### config.mk
export PLATFORM = sky130hd
export DESIGN_NAME = lsp_stability_check_and_rearrange_unit
export DESIGN_NICKNAME = d
export VERILOG_FILES = /design/src/sv/lspsr_pkg.sv /design/src/sv/lsp_stability_check_and_rearrange_unit.sv /design/src/sv/lspsr_sorter.sv
export SDC_FILE = /design/constraint.sdc
export NUM_CORES = 1
export LEC_CHECK = 0
export BUFFER_PORTS_ARGS = -buffer_cell sky130_fd_sc_hd__buf_2
export CAP_MARGIN = 20
export CORE_ASPECT_RATIO = 0.7
export CORE_MARGIN = 5
export CORE_UTILIZATION = 57
export CTS_CLUSTER_SIZE = 12
export DETAILED_ROUTE_END_ITERATION = 7
export MAX_ROUTING_LAYER = met4
export PLACE_DENSITY = 0.84
export RECOVER_POWER = 50
export SETUP_SLACK_MARGIN = 0.2
export SYNTH_ARGS = -nofsm -noshare
export SYNTH_HDL_FRONTEND = slang
export SYNTH_SLANG_ARGS = --single-unit
export TNS_END_PERCENT = 50
### constraint.sdc
create_clock -name i_clk -period 5.45 [get_ports i_clk]
set_clock_uncertainty 0.1 [all_clocks]
set_input_delay 1.635 -clock i_clk [delete_from_list [all_inputs] [get_ports i_clk]]
set_output_delay 1.635 -clock i_clk [all_outputs]
set_load 0.02 [all_outputs]
### src/sv/lspsr_pkg.sv
// Shared types and constants for the LSP stability check and rearrange block.
// Holds the sequencer state enums and the default sizes; no dependencies.
`timescale 1ns / 1ps

package lspsr_pkg;

    // Default sizes handed to the top-level parameters
    localparam int MAX_ORDER_DEF   = 32;
    localparam int VALUE_WIDTH_DEF = 16;

    // Order register: fixed width and reset value
    localparam int         ORDER_W     = 6;
    localparam logic [5:0] ORDER_RESET = 6'd24;

    // Top-level sequencer: load, wait on sort, fetch and present results
    typedef enum logic [1:0] {
        T_LOAD,
        T_SORT,
        T_EFETCH,
        T_EHOLD
    } t_top_state;

    // Rank sorter sequencer: fetch key, capture key, scan all entries
    typedef enum logic [1:0] {
        S_IDLE,
        S_KEY,
        S_CAP,
        S_SCAN
    } t_sort_state;

endpackage

### src/sv/lsp_stability_check_and_rearrange_unit.sv
// LSP stability check and rearrange, top level: stream ports, load, check, fold, emit.
// Depends on lspsr_pkg and lspsr_sorter.
`timescale 1ns / 1ps
//
// Usage:
//   Input stream (i_s_*): one signed Q15 LSP value per transfer, in tdata.
//   The vector closes when the number of loaded values reaches the effective
//   order (order register, zero taken as one, capped at MAX_ORDER).
//   Each value is range and order checked while loading, then folded into
//   0..0.5 and stored.
//   Output stream (o_m_*): the folded values in ascending order, tlast on
//   the final one, tuser carrying the vector's ill-condition flag.
//   Config: i_cfg_we writes i_cfg_wdata into the order register; write only
//   while the block is idle.
// Timing:
//   Loading takes one value per cycle while i_s_tvalid is high (tready high throughout).
//   Sorting: one comparator counts each entry's rank against all n
//   entries, after a key fetch and key capture for each entry.
//   Emission reads each result from the sorted store, then presents it.
//   A stalled receiver holds the current result; nothing new is taken until
//   the last result transfers.
// Reset: synchronous, active low; clears the sequencer, load count, previous
//   value and flag, and sets order to 24.

module lsp_stability_check_and_rearrange_unit
    import lspsr_pkg::*;
#(
    parameter int MAX_ORDER   = MAX_ORDER_DEF,
    parameter int VALUE_WIDTH = VALUE_WIDTH_DEF,
    localparam int IN_TW      = ((VALUE_WIDTH + 7) / 8) * 8,
    localparam int OUT_TW     = ((VALUE_WIDTH - 1 + 7) / 8) * 8
) (
    input  logic               i_clk,
    input  logic               i_rst_n,
    // Config port
    input  logic               i_cfg_we,
    input  logic [ORDER_W-1:0] i_cfg_wdata,   // [5:0] order
    // Input stream
    input  logic               i_s_tvalid,
    output logic               o_s_tready,
    input  logic [IN_TW-1:0]   i_s_tdata,     // [VALUE_WIDTH-1:0] lsp_value, rest zero
    // Output stream
    output logic               o_m_tvalid,
    input  logic               i_m_tready,
    output logic [OUT_TW-1:0]  o_m_tdata,     // [VALUE_WIDTH-2:0] arranged_value, rest zero
    output logic               o_m_tlast,
    output logic               o_m_tuser      // [0] ill_condition
);

    localparam int VW = VALUE_WIDTH;
    localparam int DW = VALUE_WIDTH - 1;
    localparam int AW = $clog2(MAX_ORDER);
    localparam int CW = $clog2(MAX_ORDER + 1);

    localparam logic [VW-1:0] Q_ONE  = {1'b1, {(VW - 1){1'b0}}};
    localparam logic [VW-1:0] Q_HALF = {2'b01, {(VW - 2){1'b0}}};

    t_top_state           r_state, n_state;
    logic [ORDER_W-1:0]   r_order;
    logic [CW-1:0]        r_cnt, n_cnt;
    logic [CW-1:0]        r_n, n_n;
    logic [AW-1:0]        r_k, n_k;
    logic signed [VW-1:0] r_prev, n_prev;
    logic                 r_bad, n_bad;

    logic [CW-1:0]        eff;
    logic signed [VW-1:0] in_val;
    logic                 bad_now;
    logic [CW-1:0]        cnt_inc;
    logic                 s_xfer;
    logic                 m_xfer;
    logic                 last_k;

    logic                 wr_en;
    logic                 sort_start;
    logic                 sort_done;
    logic [AW-1:0]        rd_addr;
    logic [DW-1:0]        rd_data;

    // Negate negatives (saturating), reflect values above one half
    function automatic logic [DW-1:0] fold(input logic [VW-1:0] v);
        logic [VW-1:0] mag;
        logic [VW-1:0] res;
        if (v[VW-1]) begin
            mag = (v == Q_ONE) ? (Q_ONE - 1'b1) : (~v + 1'b1);
        end else begin
            mag = v;
        end
        res = (mag > Q_HALF) ? (Q_ONE - mag) : mag;
        return res[DW-1:0];
    endfunction

    // Hold the order register
    always_ff @(posedge i_clk) begin
        if (!i_rst_n) begin
            r_order <= ORDER_RESET;
        end else if (i_cfg_we) begin
            r_order <= i_cfg_wdata;
        end
    end

    // Effective order: zero reads as one, capped at the store depth
    always_comb begin
        if (r_order == '0) begin
            eff = CW'(1);
        end else if (32'(r_order) > MAX_ORDER) begin
            eff = CW'(MAX_ORDER);
        end else begin
            eff = CW'(r_order);
        end
    end

    assign in_val  = i_s_tdata[VW-1:0];
    assign s_xfer  = o_s_tready && i_s_tvalid;
    assign m_xfer  = o_m_tvalid && i_m_tready;
    assign cnt_inc = r_cnt + CW'(1);
    assign last_k  = (CW'(r_k) + CW'(1)) == r_n;

    // Stability test: strictly inside (0, 0.5) and strictly increasing
    assign bad_now = in_val[VW-1] || (in_val == '0)
                   || (!in_val[VW-1] && (VW'(in_val) >= Q_HALF))
                   || ((r_cnt != '0) && (in_val <= r_prev));

    // Hold sequencer state and vector status
    always_ff @(posedge i_clk) begin
        if (!i_rst_n) begin
            r_state <= T_LOAD;
            r_cnt   <= '0;
            r_prev  <= '0;
            r_bad   <= 1'b0;
        end else begin
            r_state <= n_state;
            r_cnt   <= n_cnt;
            r_prev  <= n_prev;
            r_bad   <= n_bad;
        end
        r_n <= n_n;
        r_k <= n_k;
    end

    // Advance load, sort and emission
    always_comb begin
        n_state    = r_state;
        n_cnt      = r_cnt;
        n_n        = r_n;
        n_k        = r_k;
        n_prev     = r_prev;
        n_bad      = r_bad;
        o_s_tready = 1'b0;
        o_m_tvalid = 1'b0;
        wr_en      = 1'b0;
        sort_start = 1'b0;
        rd_addr    = r_k;
        case (r_state)
            T_LOAD: begin
                o_s_tready = 1'b1;
                if (s_xfer) begin
                    wr_en  = 1'b1;
                    n_prev = in_val;
                    n_bad  = r_bad | bad_now;
                    if (cnt_inc >= eff) begin
                        sort_start = 1'b1;
                        n_n        = cnt_inc;
                        n_state    = T_SORT;
                    end else begin
                        n_cnt = cnt_inc;
                    end
                end
            end
            T_SORT: begin
                if (sort_done) begin
                    n_k     = '0;
                    n_state = T_EFETCH;
                end
            end
            T_EFETCH: begin
                n_state = T_EHOLD;
            end
            T_EHOLD: begin
                o_m_tvalid = 1'b1;
                if (m_xfer) begin
                    if (last_k) begin
                        n_cnt   = '0;
                        n_prev  = '0;
                        n_bad   = 1'b0;
                        n_state = T_LOAD;
                    end else begin
                        n_k     = AW'(r_k + 1'b1);
                        n_state = T_EFETCH;
                    end
                end
            end
            default: begin
                n_state = T_LOAD;
            end
        endcase
    end

    // Present the current result
    assign o_m_tdata = OUT_TW'(rd_data);
    assign o_m_tlast = o_m_tvalid && last_k;
    assign o_m_tuser = r_bad;

    lspsr_sorter #(
        .MAX_ORDER (MAX_ORDER),
        .DW        (DW)
    ) u_sorter (
        .i_clk     (i_clk),
        .i_rst_n   (i_rst_n),
        .i_wr_en   (wr_en),
        .i_wr_addr (r_cnt[AW-1:0]),
        .i_wr_data (fold(in_val)),
        .i_start   (sort_start),
        .i_count   (cnt_inc),
        .o_done    (sort_done),
        .i_rd_addr (rd_addr),
        .o_rd_data (rd_data)
    );

endmodule

### src/sv/lspsr_sorter.sv
// Rank sorter: value store plus sorted store, one shared comparator.
// Each entry's rank is counted over all entries, then the entry is written at its rank.
// Depends on lspsr_pkg.
`timescale 1ns / 1ps

module lspsr_sorter
    import lspsr_pkg::*;
#(
    parameter int MAX_ORDER = MAX_ORDER_DEF,
    parameter int DW        = VALUE_WIDTH_DEF - 1,
    localparam int AW       = $clog2(MAX_ORDER),
    localparam int CW       = $clog2(MAX_ORDER + 1)
) (
    input  logic          i_clk,
    input  logic          i_rst_n,
    input  logic          i_wr_en,
    input  logic [AW-1:0] i_wr_addr,
    input  logic [DW-1:0] i_wr_data,
    input  logic          i_start,
    input  logic [CW-1:0] i_count,
    output logic          o_done,
    input  logic [AW-1:0] i_rd_addr,
    output logic [DW-1:0] o_rd_data
);

    logic [DW-1:0] mem_val [MAX_ORDER];
    logic [DW-1:0] mem_srt [MAX_ORDER];

    t_sort_state   r_state, n_state;
    logic [CW-1:0] r_n, n_n;
    logic [AW-1:0] r_i, n_i;
    logic [AW-1:0] r_j, n_j;
    logic [AW-1:0] r_rank, n_rank;
    logic [DW-1:0] r_key, n_key;
    logic [DW-1:0] r_rd;
    logic [DW-1:0] r_srt_rd;

    logic [AW-1:0] val_addr;
    logic          srt_we;
    logic          lt;
    logic [AW-1:0] rank_now;
    logic          last_j;
    logic          last_i;

    // Value store: written while loading, read by the scan
    always_ff @(posedge i_clk) begin
        if (i_wr_en) begin
            mem_val[i_wr_addr] <= i_wr_data;
        end
        r_rd <= mem_val[val_addr];
    end

    // Sorted store: written at each entry's rank, read for emission
    always_ff @(posedge i_clk) begin
        if (srt_we) begin
            mem_srt[rank_now] <= r_key;
        end
        r_srt_rd <= mem_srt[i_rd_addr];
    end

    assign o_rd_data = r_srt_rd;

    // Shared comparator: ties break on index, so ranks form a permutation
    assign lt       = (r_rd < r_key) || ((r_rd == r_key) && (r_j < r_i));
    assign rank_now = r_rank + AW'(lt);
    assign last_j   = (CW'(r_j) + CW'(1)) == r_n;
    assign last_i   = (CW'(r_i) + CW'(1)) == r_n;

    // Hold sequencer state
    always_ff @(posedge i_clk) begin
        if (!i_rst_n) begin
            r_state <= S_IDLE;
        end else begin
            r_state <= n_state;
        end
        r_n    <= n_n;
        r_i    <= n_i;
        r_j    <= n_j;
        r_rank <= n_rank;
        r_key  <= n_key;
    end

    // Advance the scan: one compare per cycle while scanning, paused for each key fetch
    always_comb begin
        n_state  = r_state;
        n_n      = r_n;
        n_i      = r_i;
        n_j      = r_j;
        n_rank   = r_rank;
        n_key    = r_key;
        val_addr = r_i;
        srt_we   = 1'b0;
        o_done   = 1'b0;
        case (r_state)
            S_IDLE: begin
                if (i_start) begin
                    n_n     = i_count;
                    n_i     = '0;
                    n_state = S_KEY;
                end
            end
            S_KEY: begin
                val_addr = r_i;
                n_state  = S_CAP;
            end
            S_CAP: begin
                n_key    = r_rd;
                val_addr = '0;
                n_j      = '0;
                n_rank   = '0;
                n_state  = S_SCAN;
            end
            S_SCAN: begin
                val_addr = AW'(r_j + 1'b1);
                n_j      = AW'(r_j + 1'b1);
                n_rank   = rank_now;
                if (last_j) begin
                    srt_we = 1'b1;
                    if (last_i) begin
                        o_done  = 1'b1;
                        n_state = S_IDLE;
                    end else begin
                        n_i     = AW'(r_i + 1'b1);
                        n_state = S_KEY;
                    end
                end
            end
            default: begin
                n_state = S_IDLE;
            end
        endcase
    end

endmodule

==> metrics.md, run 1 <==
| Metric | Value |
|---|---|
| 1st-pass router iterations | `7` |
| Crit path max fanout | `16` |
| Number of remaining DRC errors | `0` |
| Slowest CP cell | `clkbuf_1` |
| Post-synth EDFFs | `1007` |
| CP endpoint | `u_sorter.mem_val[3][7]` |
| Hold Buf Count CTS | `0` |
| Clock Power Share | `0.398` |
| Routed Antenna Nets | `0` |
| Die extent in y | `between 200 and 250 um` |
| Top FF cell, synth | `edfxtp_1` |
| WS Path Type | `primary input to flip-flop` |
| Relative slew slack | `-0.323` |
| Post-CTS Setup Inserts | `0` |
| VDD IR max | `~0.29 mV` |
| Top Ports | `between 40 and 50` |
| CP cell instances | `clkbuf_1 -> and2_0 -> clkbuf_1 -> nand2_1 -> nor2_1 -> clkbuf_1` |
| Largest stage delay on the critical path | `1430 ps` |
| Gate Count Post-Synth | `2793` |
| Rows | `85` |
| Status | `complete, but fails checks` |
| Final setup margin | `~420 ps` |
| CTS tree | `built` |
| Syn Std Cell Area | `43800 um2` |
| Worst r2r dst | `u_sorter.mem_srt[5][3]` |
| Failing checks | `max-capacitance violations, max-slew violations` |
| Routed WL | `about 120000 um` |
| 1st-iter DRT viols | `between 4000 and 5000` |
| Flop-to-flop setup slack | `between 500 and 600 ps` |
| Clock Sink Count | `roughly 1100` |
| Die width | `341 um` |
| Max-slew violation count | `448` |
| Worst slew pin tran | `between 1500 and 2000 ps` |
| Starting Density | `0.572` |
| Worst Path Required | `around 5600 ps` |
| Final net count | `between 2000 and 3000` |
| Drt wl/cell | `approximately 31 um` |
| Hold_ws | `336 ps` |
| Share of cells above drive strength 1 | `0.151` |
| RSZ-0062 raised after global routing | `no` |
| Seq pwr share | `0.554` |
| CP Depth | `6` |
| Num CTS Buffers | `101` |
| Worst skew pair latency | `around 700 ps` |
| Most common cell on crit path | `clkbuf_1` |
| Startpoint Class | `primary input` |
| Number of synthesized register bits | `approximately 1100` |
| Avg Inst Size Synth | `roughly 16 um2` |
| Setup TNS | `0 ps` |
| Worst Setup End Kind | `flip-flop` |
| Comb pwr share | `0.048` |
| CP top delay family | `buffers and inverters` |
| Via count | `approximately 28000` |
| DP Worst Slack | `between 200 and 250 ps` |
| Core Area | `roughly 77000 um2` |
| Finish-stage setup viols | `0` |
| Vias in the first global route | `around 27000` |
| RD Place Congestion | `0.886` |
| Cell variety after synth | `76` |
| Total GRT Usage | `0.298` |
| Critical Path Source | `i_s_tvalid` |
| Yosys warnings | `0` |
| Root Driver | `clkbuf_16` |
| Initial antenna violation count | `2` |
| First-pass GRT wire length | `177000 um` |
| Fmax achieved | `between 150 and 200 MHz` |
| Post-DP HPWL | `about 66000 um` |
| Total power | `~17 mW` |
| Area Overhead vs Synth | `11.3%` |
| Vias per inst | `7.01` |
| Clock-pin slew on the worst setup and hold paths | `roughly 70 ps` |
| Crit path time final | `5030 ps` |
| Sw Ratio | `0.218` |
| Total power per unit cell area | `338 nW/um2` |
| Sequential cell area fraction in the yosys report | `0.719` |
| Final worst path period share | `0.923` |
| Crit path DAT | `roughly 5200 ps` |
| Max Buffers Root-to-Sink | `3` |
| Hold Crit Class | `flip-flop to flip-flop` |
| P_sw | `3.59 mW` |
| Resized Gates After CTS | `0` |
| Async S/R FF share, synth | `0` |
| GRT overflow | `0` |
| Buf/Inv on CP | `3` |
| Largest net degree at the start of global routing | `roughly 140` |
| IO buf count | `45` |
| H-tree levels | `3` |
| Internal power | `about 13 mW` |
| Die footprint | `82600 um2` |
| Post-Route Utilization | `0.637` |
| Fin. Hold Viols | `0` |
| Number of fill cells | `slightly below 5000` |
| R2R depth | `17` |
| Critical R2R Launch | `u_sorter.r_key[1]` |
| Post-synthesis net count | `around 2900` |
| Pleak | `16.0 nW` |
| Max Cap Viol | `29` |
worst min-delay path by stage:
| stage | slack [ps] | cells after the start | from | end |
|---|---|---|---|---|
| CTS | 340 | 0 | u_sorter.r_rd[14] | u_sorter.r_key[14] |
| detailed placement | 330 | 0 | u_sorter.r_rd[6] | u_sorter.r_key[6] |
| floorplan | 310 | 0 | u_sorter.r_rd[0] | u_sorter.r_key[0] |
| finish | 340 | 0 | u_sorter.r_rd[14] | u_sorter.r_key[14] |
| global placement | 330 | 0 | u_sorter.r_rd[0] | u_sorter.r_key[0] |
| global route | 340 | 0 | u_sorter.r_rd[14] | u_sorter.r_key[14] |
flip-flops by register name, indices dropped and copies added, names as in the netlist, 6 cells and up:
name and cells:
r_cnt 6, r_order 6, r_prev 16, u_sorter.r_n 6, u_sorter.r_rd 15, r_n 6
u_sorter.o_rd_data 15, u_sorter.mem_srt 480, u_sorter.r_key 15, u_sorter.mem_val 480
power by group through the flow:
| stage | logic, mW | clock network (mW) | registers [mW] |
|---|---|---|---|
| 2_1_floorplan | 0.444 | 0 | 9.31 |
| 3_3_place_gp | 0.686 | 0 | 9.31 |
| 3_5_place_dp | 0.731 | 0 | 9.32 |
| 4_1_cts | 0.747 | 6.58 | 9.14 |
| 5_1_grt | 0.838 | 6.95 | 9.14 |
| 6_report | 0.787 | 6.57 | 9.14 |
through the flow:
step                instance area [um2]  cells
detailed placement                45800   3788
finish                            48800   3975
global route                      48800   3975
floorplan                         43800   2793
global placement                  45800   3788
CTS                               48800   3968
cells in the mapped netlist (all sizes together) (8+ instances only):
master | instances | area share
mux2i | 10 | 0.0023
and3 | 63 | 0.0090
nor2b | 9 | 0.0013
nor2 | 107 | 0.0092
a21boi | 19 | 0.0033
mux2 | 15 | 0.0039
and2 | 13 | 0.0019
a21o | 28 | 0.0048
xnor2 | 27 | 0.0054
dfxtp | 63 | 0.029
nand3 | 169 | 0.019
o21ai | 27 | 0.0032
a21oi | 40 | 0.0046
a311oi | 90 | 0.018
inv | 54 | 0.0046
ha | 55 | 0.016
xor2 | 19 | 0.0038
buf | 61 | 0.0071
clkbuf | 118 | 0.010
a31oi | 37 | 0.0056
nor3 | 8 | 0.00091
mux4 | 150 | 0.077
nand2 | 421 | 0.036
a211oi | 80 | 0.014
edfxtp | 1007 | 0.69
layout make-up:
class	count	area [um2]	share of cell area
Clock buffer	173	2870	0.0589
Antenna cell	2	5.00	0.000103
Sequential cell	1070	31500	0.646
Clock inverter	7	114	0.00234
Tap cell	1000	1250	0.0257
Timing Repair Buffer	179	1300	0.0266
Multi-Input combinational cell	1490	11500	0.236
Inverter	54	203	0.00416
cell usage in the layout, fill, tap and decap left out, types with 10 or more instances in the layout:
| cell type | count |
|---|---|
| mux2_2 | 15 |
| xor2_1 | 16 |
| buf_2 | 27 |
| a21o_1 | 27 |
| nand2_1 | 420 |
| nand3_1 | 169 |
| a31oi_1 | 36 |
| ha_1 | 55 |
| mux4_2 | 150 |
| edfxtp_1 | 1007 |
| a21boi_0 | 18 |
| nor2_1 | 107 |
| dfxtp_1 | 63 |
| clkbuf_1 | 117 |
| inv_1 | 54 |
| o21ai_0 | 24 |
| a311oi_1 | 90 |
| buf_12 | 15 |
| a21oi_1 | 34 |
| buf_4 | 82 |
| a211oi_1 | 80 |
| clkbuf_16 | 102 |
| mux2i_1 | 10 |
| and3_1 | 63 |
| xnor2_1 | 20 |
metal layers:
| metal | global-route usage | routed length [um] | vias up |
|---|---|---|---|
| li1 | - | - | 11100 |
| met1 | 0.402 | 41800 | 13600 |
| met2 | 0.446 | 55900 | 2764 |
| met3 | 0.0836 | 18900 | 460 |
| met4 | 0.101 | 5240 | 0 |
| met5 | - | 0 | - |
cell families after synthesis:
| family | count (synthesis) | share of synthesized area |
|---|---|---|
| other | 1 | 0.0000856 |
| buffers and inverters | 233 | 0.0222 |
| xor gates and xnor gates | 49 | 0.0108 |
| AOI/OAI and AO/OA | 360 | 0.0609 |
| and+or+nand+nor | 850 | 0.0883 |
| DFF | 1070 | 0.719 |
| muxes | 175 | 0.0832 |
| adders and majority gates | 55 | 0.0157 |
Power figures use the tool's default switching activity.
==> inputs of run 2 (changes only) <==
--- a/config.mk
+++ b/config.mk
@@ -13,7 +13,7 @@
 export CTS_CLUSTER_SIZE = 12
 export DETAILED_ROUTE_END_ITERATION = 7
 export MAX_ROUTING_LAYER = met4
-export PLACE_DENSITY = 0.84
+export PLACE_DENSITY = 0.78
 export RECOVER_POWER = 50
 export SETUP_SLACK_MARGIN = 0.2
 export SYNTH_ARGS = -nofsm -noshare
==> metrics.md, run 2 (synthesis gave the netlist of run 1 again) <==
| Metric | Value |
|---|---|
| Status | `complete, but fails checks (unchanged)` |
| Failing checks | `max-capacitance violations, max-slew violations (unchanged)` |
| IO buf count | `45 (unchanged)` |
| Number of remaining DRC errors | `0 (unchanged)` |
| Seq pwr share | `0.553 (was 0.554)` |
| Via count | `26800 (was 27900)` |
| Routed WL | `114000 um (was 122000 um)` |
| Setup TNS | `0 ps (unchanged)` |
| Max-slew violation count | `375 (was 448)` |
| CP cell instances | `buf_4 -> inv_1 -> ha_1 -> nor2b_1 -> o21a_1 -> o21a_1 -> o21a_1 -> o21ai_0 -> a21oi_1 -> o21ai_0 -> ha_1 -> ha_1 -> or4_1 -> nor2_1 -> buf_4 (was clkbuf_1 -> and2_0 -> clkbuf_1 -> nand2_1 -> nor2_1 -> clkbuf_1)` |
| Worst slew pin tran | `1980 ps (about the same)` |
| Slowest CP cell | `or4_1 (was clkbuf_1)` |
| Area Overhead vs Synth | `11.6% (was 11.3%)` |
| Post-DP HPWL | `63000 um (was 66300 um)` |
| Die extent in y | `242 um (unchanged)` |
| Routed Antenna Nets | `0 (unchanged)` |
| Finish-stage setup viols | `0 (unchanged)` |
| Rows | `85 (unchanged)` |
| Core Area | `76600 um2 (unchanged)` |
| GRT overflow | `0 (unchanged)` |
| VDD IR max | `0.270 mV (was 0.286 mV)` |
| WS Path Type | `flip-flop to flip-flop (was primary input to flip-flop)` |
| Crit path time final | `4970 ps (was 5030 ps)` |
| Vias per inst | `6.71 (was 7.01)` |
| Largest net degree at the start of global routing | `110 (was 137)` |
| Resized Gates After CTS | `0 (unchanged)` |
| Dpl cells | `3803 (was 3788)` |
| Worst skew pair latency | `680 ps (about the same)` |
| Pleak | `16.1 nW (was 16.0 nW)` |
| Max Cap Viol | `23 (was 29)` |
| Max Buffers Root-to-Sink | `3 (unchanged)` |
| Clock-pin slew on the worst setup and hold paths | `60 ps (was 70 ps)` |
| Buf/Inv on CP | `3 (unchanged)` |
| Top Ports | `47 (unchanged)` |
| CP top delay family | `compound AO/OA/AOI/OAI gates (was buffers and inverters)` |
| Fin. Hold Viols | `0 (unchanged)` |
| Die width | `341 um (unchanged)` |
| Worst Path Required | `5660 ps (was 5600 ps)` |
| Largest stage delay on the critical path | `690 ps (was 1430 ps)` |
| Starting Density | `0.572 (unchanged)` |
| First-pass GRT wire length | `168000 um (was 177000 um)` |
| Crit path DAT | `5170 ps (was 5180 ps)` |
| Clock Power Share | `0.399 (was 0.398)` |
| RSZ-0062 raised after global routing | `no (unchanged)` |
| Final worst path period share | `0.911 (was 0.923)` |
| Startpoint Class | `flip-flop (was primary input)` |
| Total GRT Usage | `0.280 (was 0.298)` |
| Total power per unit cell area | `338 nW/um2 (about the same)` |
| Top flop regs | `u_sorter.mem_srt (480), u_sorter.mem_val (480), r_prev (16) (unchanged)` |
| 1st-pass router iterations | `8 (was 7)` |
| Commonest non-fill, non-tap cells in the layout | `edfxtp_1 (1007), nand2_1 (420), nand3_1 (169) (unchanged)` |
| Number of fill cells | `5058 (was 4834)` |
| Share of cells above drive strength 1 | `0.157 (was 0.151)` |
| Relative slew slack | `-0.321 (was -0.323)` |
| Final net count | `2991 (was 2978)` |
| Hold Crit Class | `flip-flop to flip-flop (unchanged)` |
| CTS tree | `built (unchanged)` |
| Post-CTS Setup Inserts | `0 (unchanged)` |
| Clock Sink Count | `1070 (unchanged)` |
| Root Driver | `clkbuf_16 (unchanged)` |
| Final cell count without fillers | `3989 (was 3975)` |
| Drt wl/cell | `28.6 um (was 30.7 um)` |
| Num CTS Buffers | `102 (was 101)` |
| Vias in the first global route | `26400 (was 27200)` |
| Worst Setup End Kind | `flip-flop (unchanged)` |
| H-tree levels | `3 (unchanged)` |
| Crit path max fanout | `33 (was 16)` |
| Fmax achieved | `201 MHz (was 199 MHz)` |
| Most common cell after layout, fill and taps aside | `edfxtp_1 (unchanged)` |
| RD Place Congestion | `0.853 (was 0.886)` |
| Sw Ratio | `0.216 (was 0.218)` |
| P_sw | `3.57 mW (was 3.59 mW)` |
| Initial antenna violation count | `1 (was 2)` |
| Die footprint | `82600 um2 (unchanged)` |
| Comb pwr share | `0.048 (about the same)` |
| 1st-iter DRT viols | `4200 (was 4960)` |
| Internal power | `13.0 mW (was 12.9 mW)` |
| Hold Buf Count CTS | `0 (unchanged)` |
run 2: cell count changes in the layout (fill, tap and decap cells not counted), sizes merged:
| cell | before | now |
|---|---|---|
| diode | 2 | 1 |
| clkbuf | 224 | 223 |
| clkinv | 6 | 11 |
| inv | 55 | 54 |
| buf | 128 | 140 |
run 2: layout make-up:
type                       instances  area (um2)  share of cell area
clock buffer                     172        2890              0.0590
sequential                      1070       31500               0.644
multi-input combinational       1490       11500               0.235
antenna                            1        2.50           0.0000512
tap                             1000        1250              0.0256
timing repair buffer             191        1370              0.0281
clock inverter                    11         168             0.00343
inverter                          54         203             0.00415
run 2: power by group through the flow:
stage	Combinational [mW]	Sequential, mW	Clock, mW
after global placement	0.714	9.31	0
after floorplan	0.444	9.31	0
final	0.787	9.14	6.60
after global routing	0.845	9.14	7.03
after CTS	0.765	9.14	6.65
after detailed placement	0.756	9.31	0
run 2: path summary, 6_finish.rpt:
kind                              end              start  slack [ps]  cells after the start
min reg2reg         u_sorter.r_key[9]   u_sorter.r_rd[9]         340                      0
min                 u_sorter.r_key[9]   u_sorter.r_rd[9]         340                      0
max          u_sorter.mem_srt[12][14]  u_sorter.r_key[1]         480                     15
max reg2reg  u_sorter.mem_srt[12][14]  u_sorter.r_key[1]         480                     15
run 2: per-layer routing:
| metal | GRT usage | routed length (um) | vias up |
|---|---|---|---|
| met5 | - | 0 | - |
| met4 | 0.0727 | 3350 | 0 |
| met3 | 0.0729 | 16000 | 279 |
| met2 | 0.414 | 52200 | 2150 |
| met1 | 0.398 | 42400 | 13300 |
| li1 | - | - | 11100 |
run 2: per-stage QoR:
stage | hold WS (ps) | setup slack (ps) | cell area, um2 | total power [mW] | util
CTS | 342 | 568 | 49000 | 16.6 | 0.640
global route | 354 | 182 | 48900 | 17.0 | 0.638
global placement | 332 | 167 | 45900 | 10.0 | 0.600
detailed placement | 324 | 67.1 | 46000 | 10.1 | 0.600
floorplan | 308 | 109 | 43800 | 9.75 | -
finish | 344 | 485 | 48900 | 16.5 | 0.638
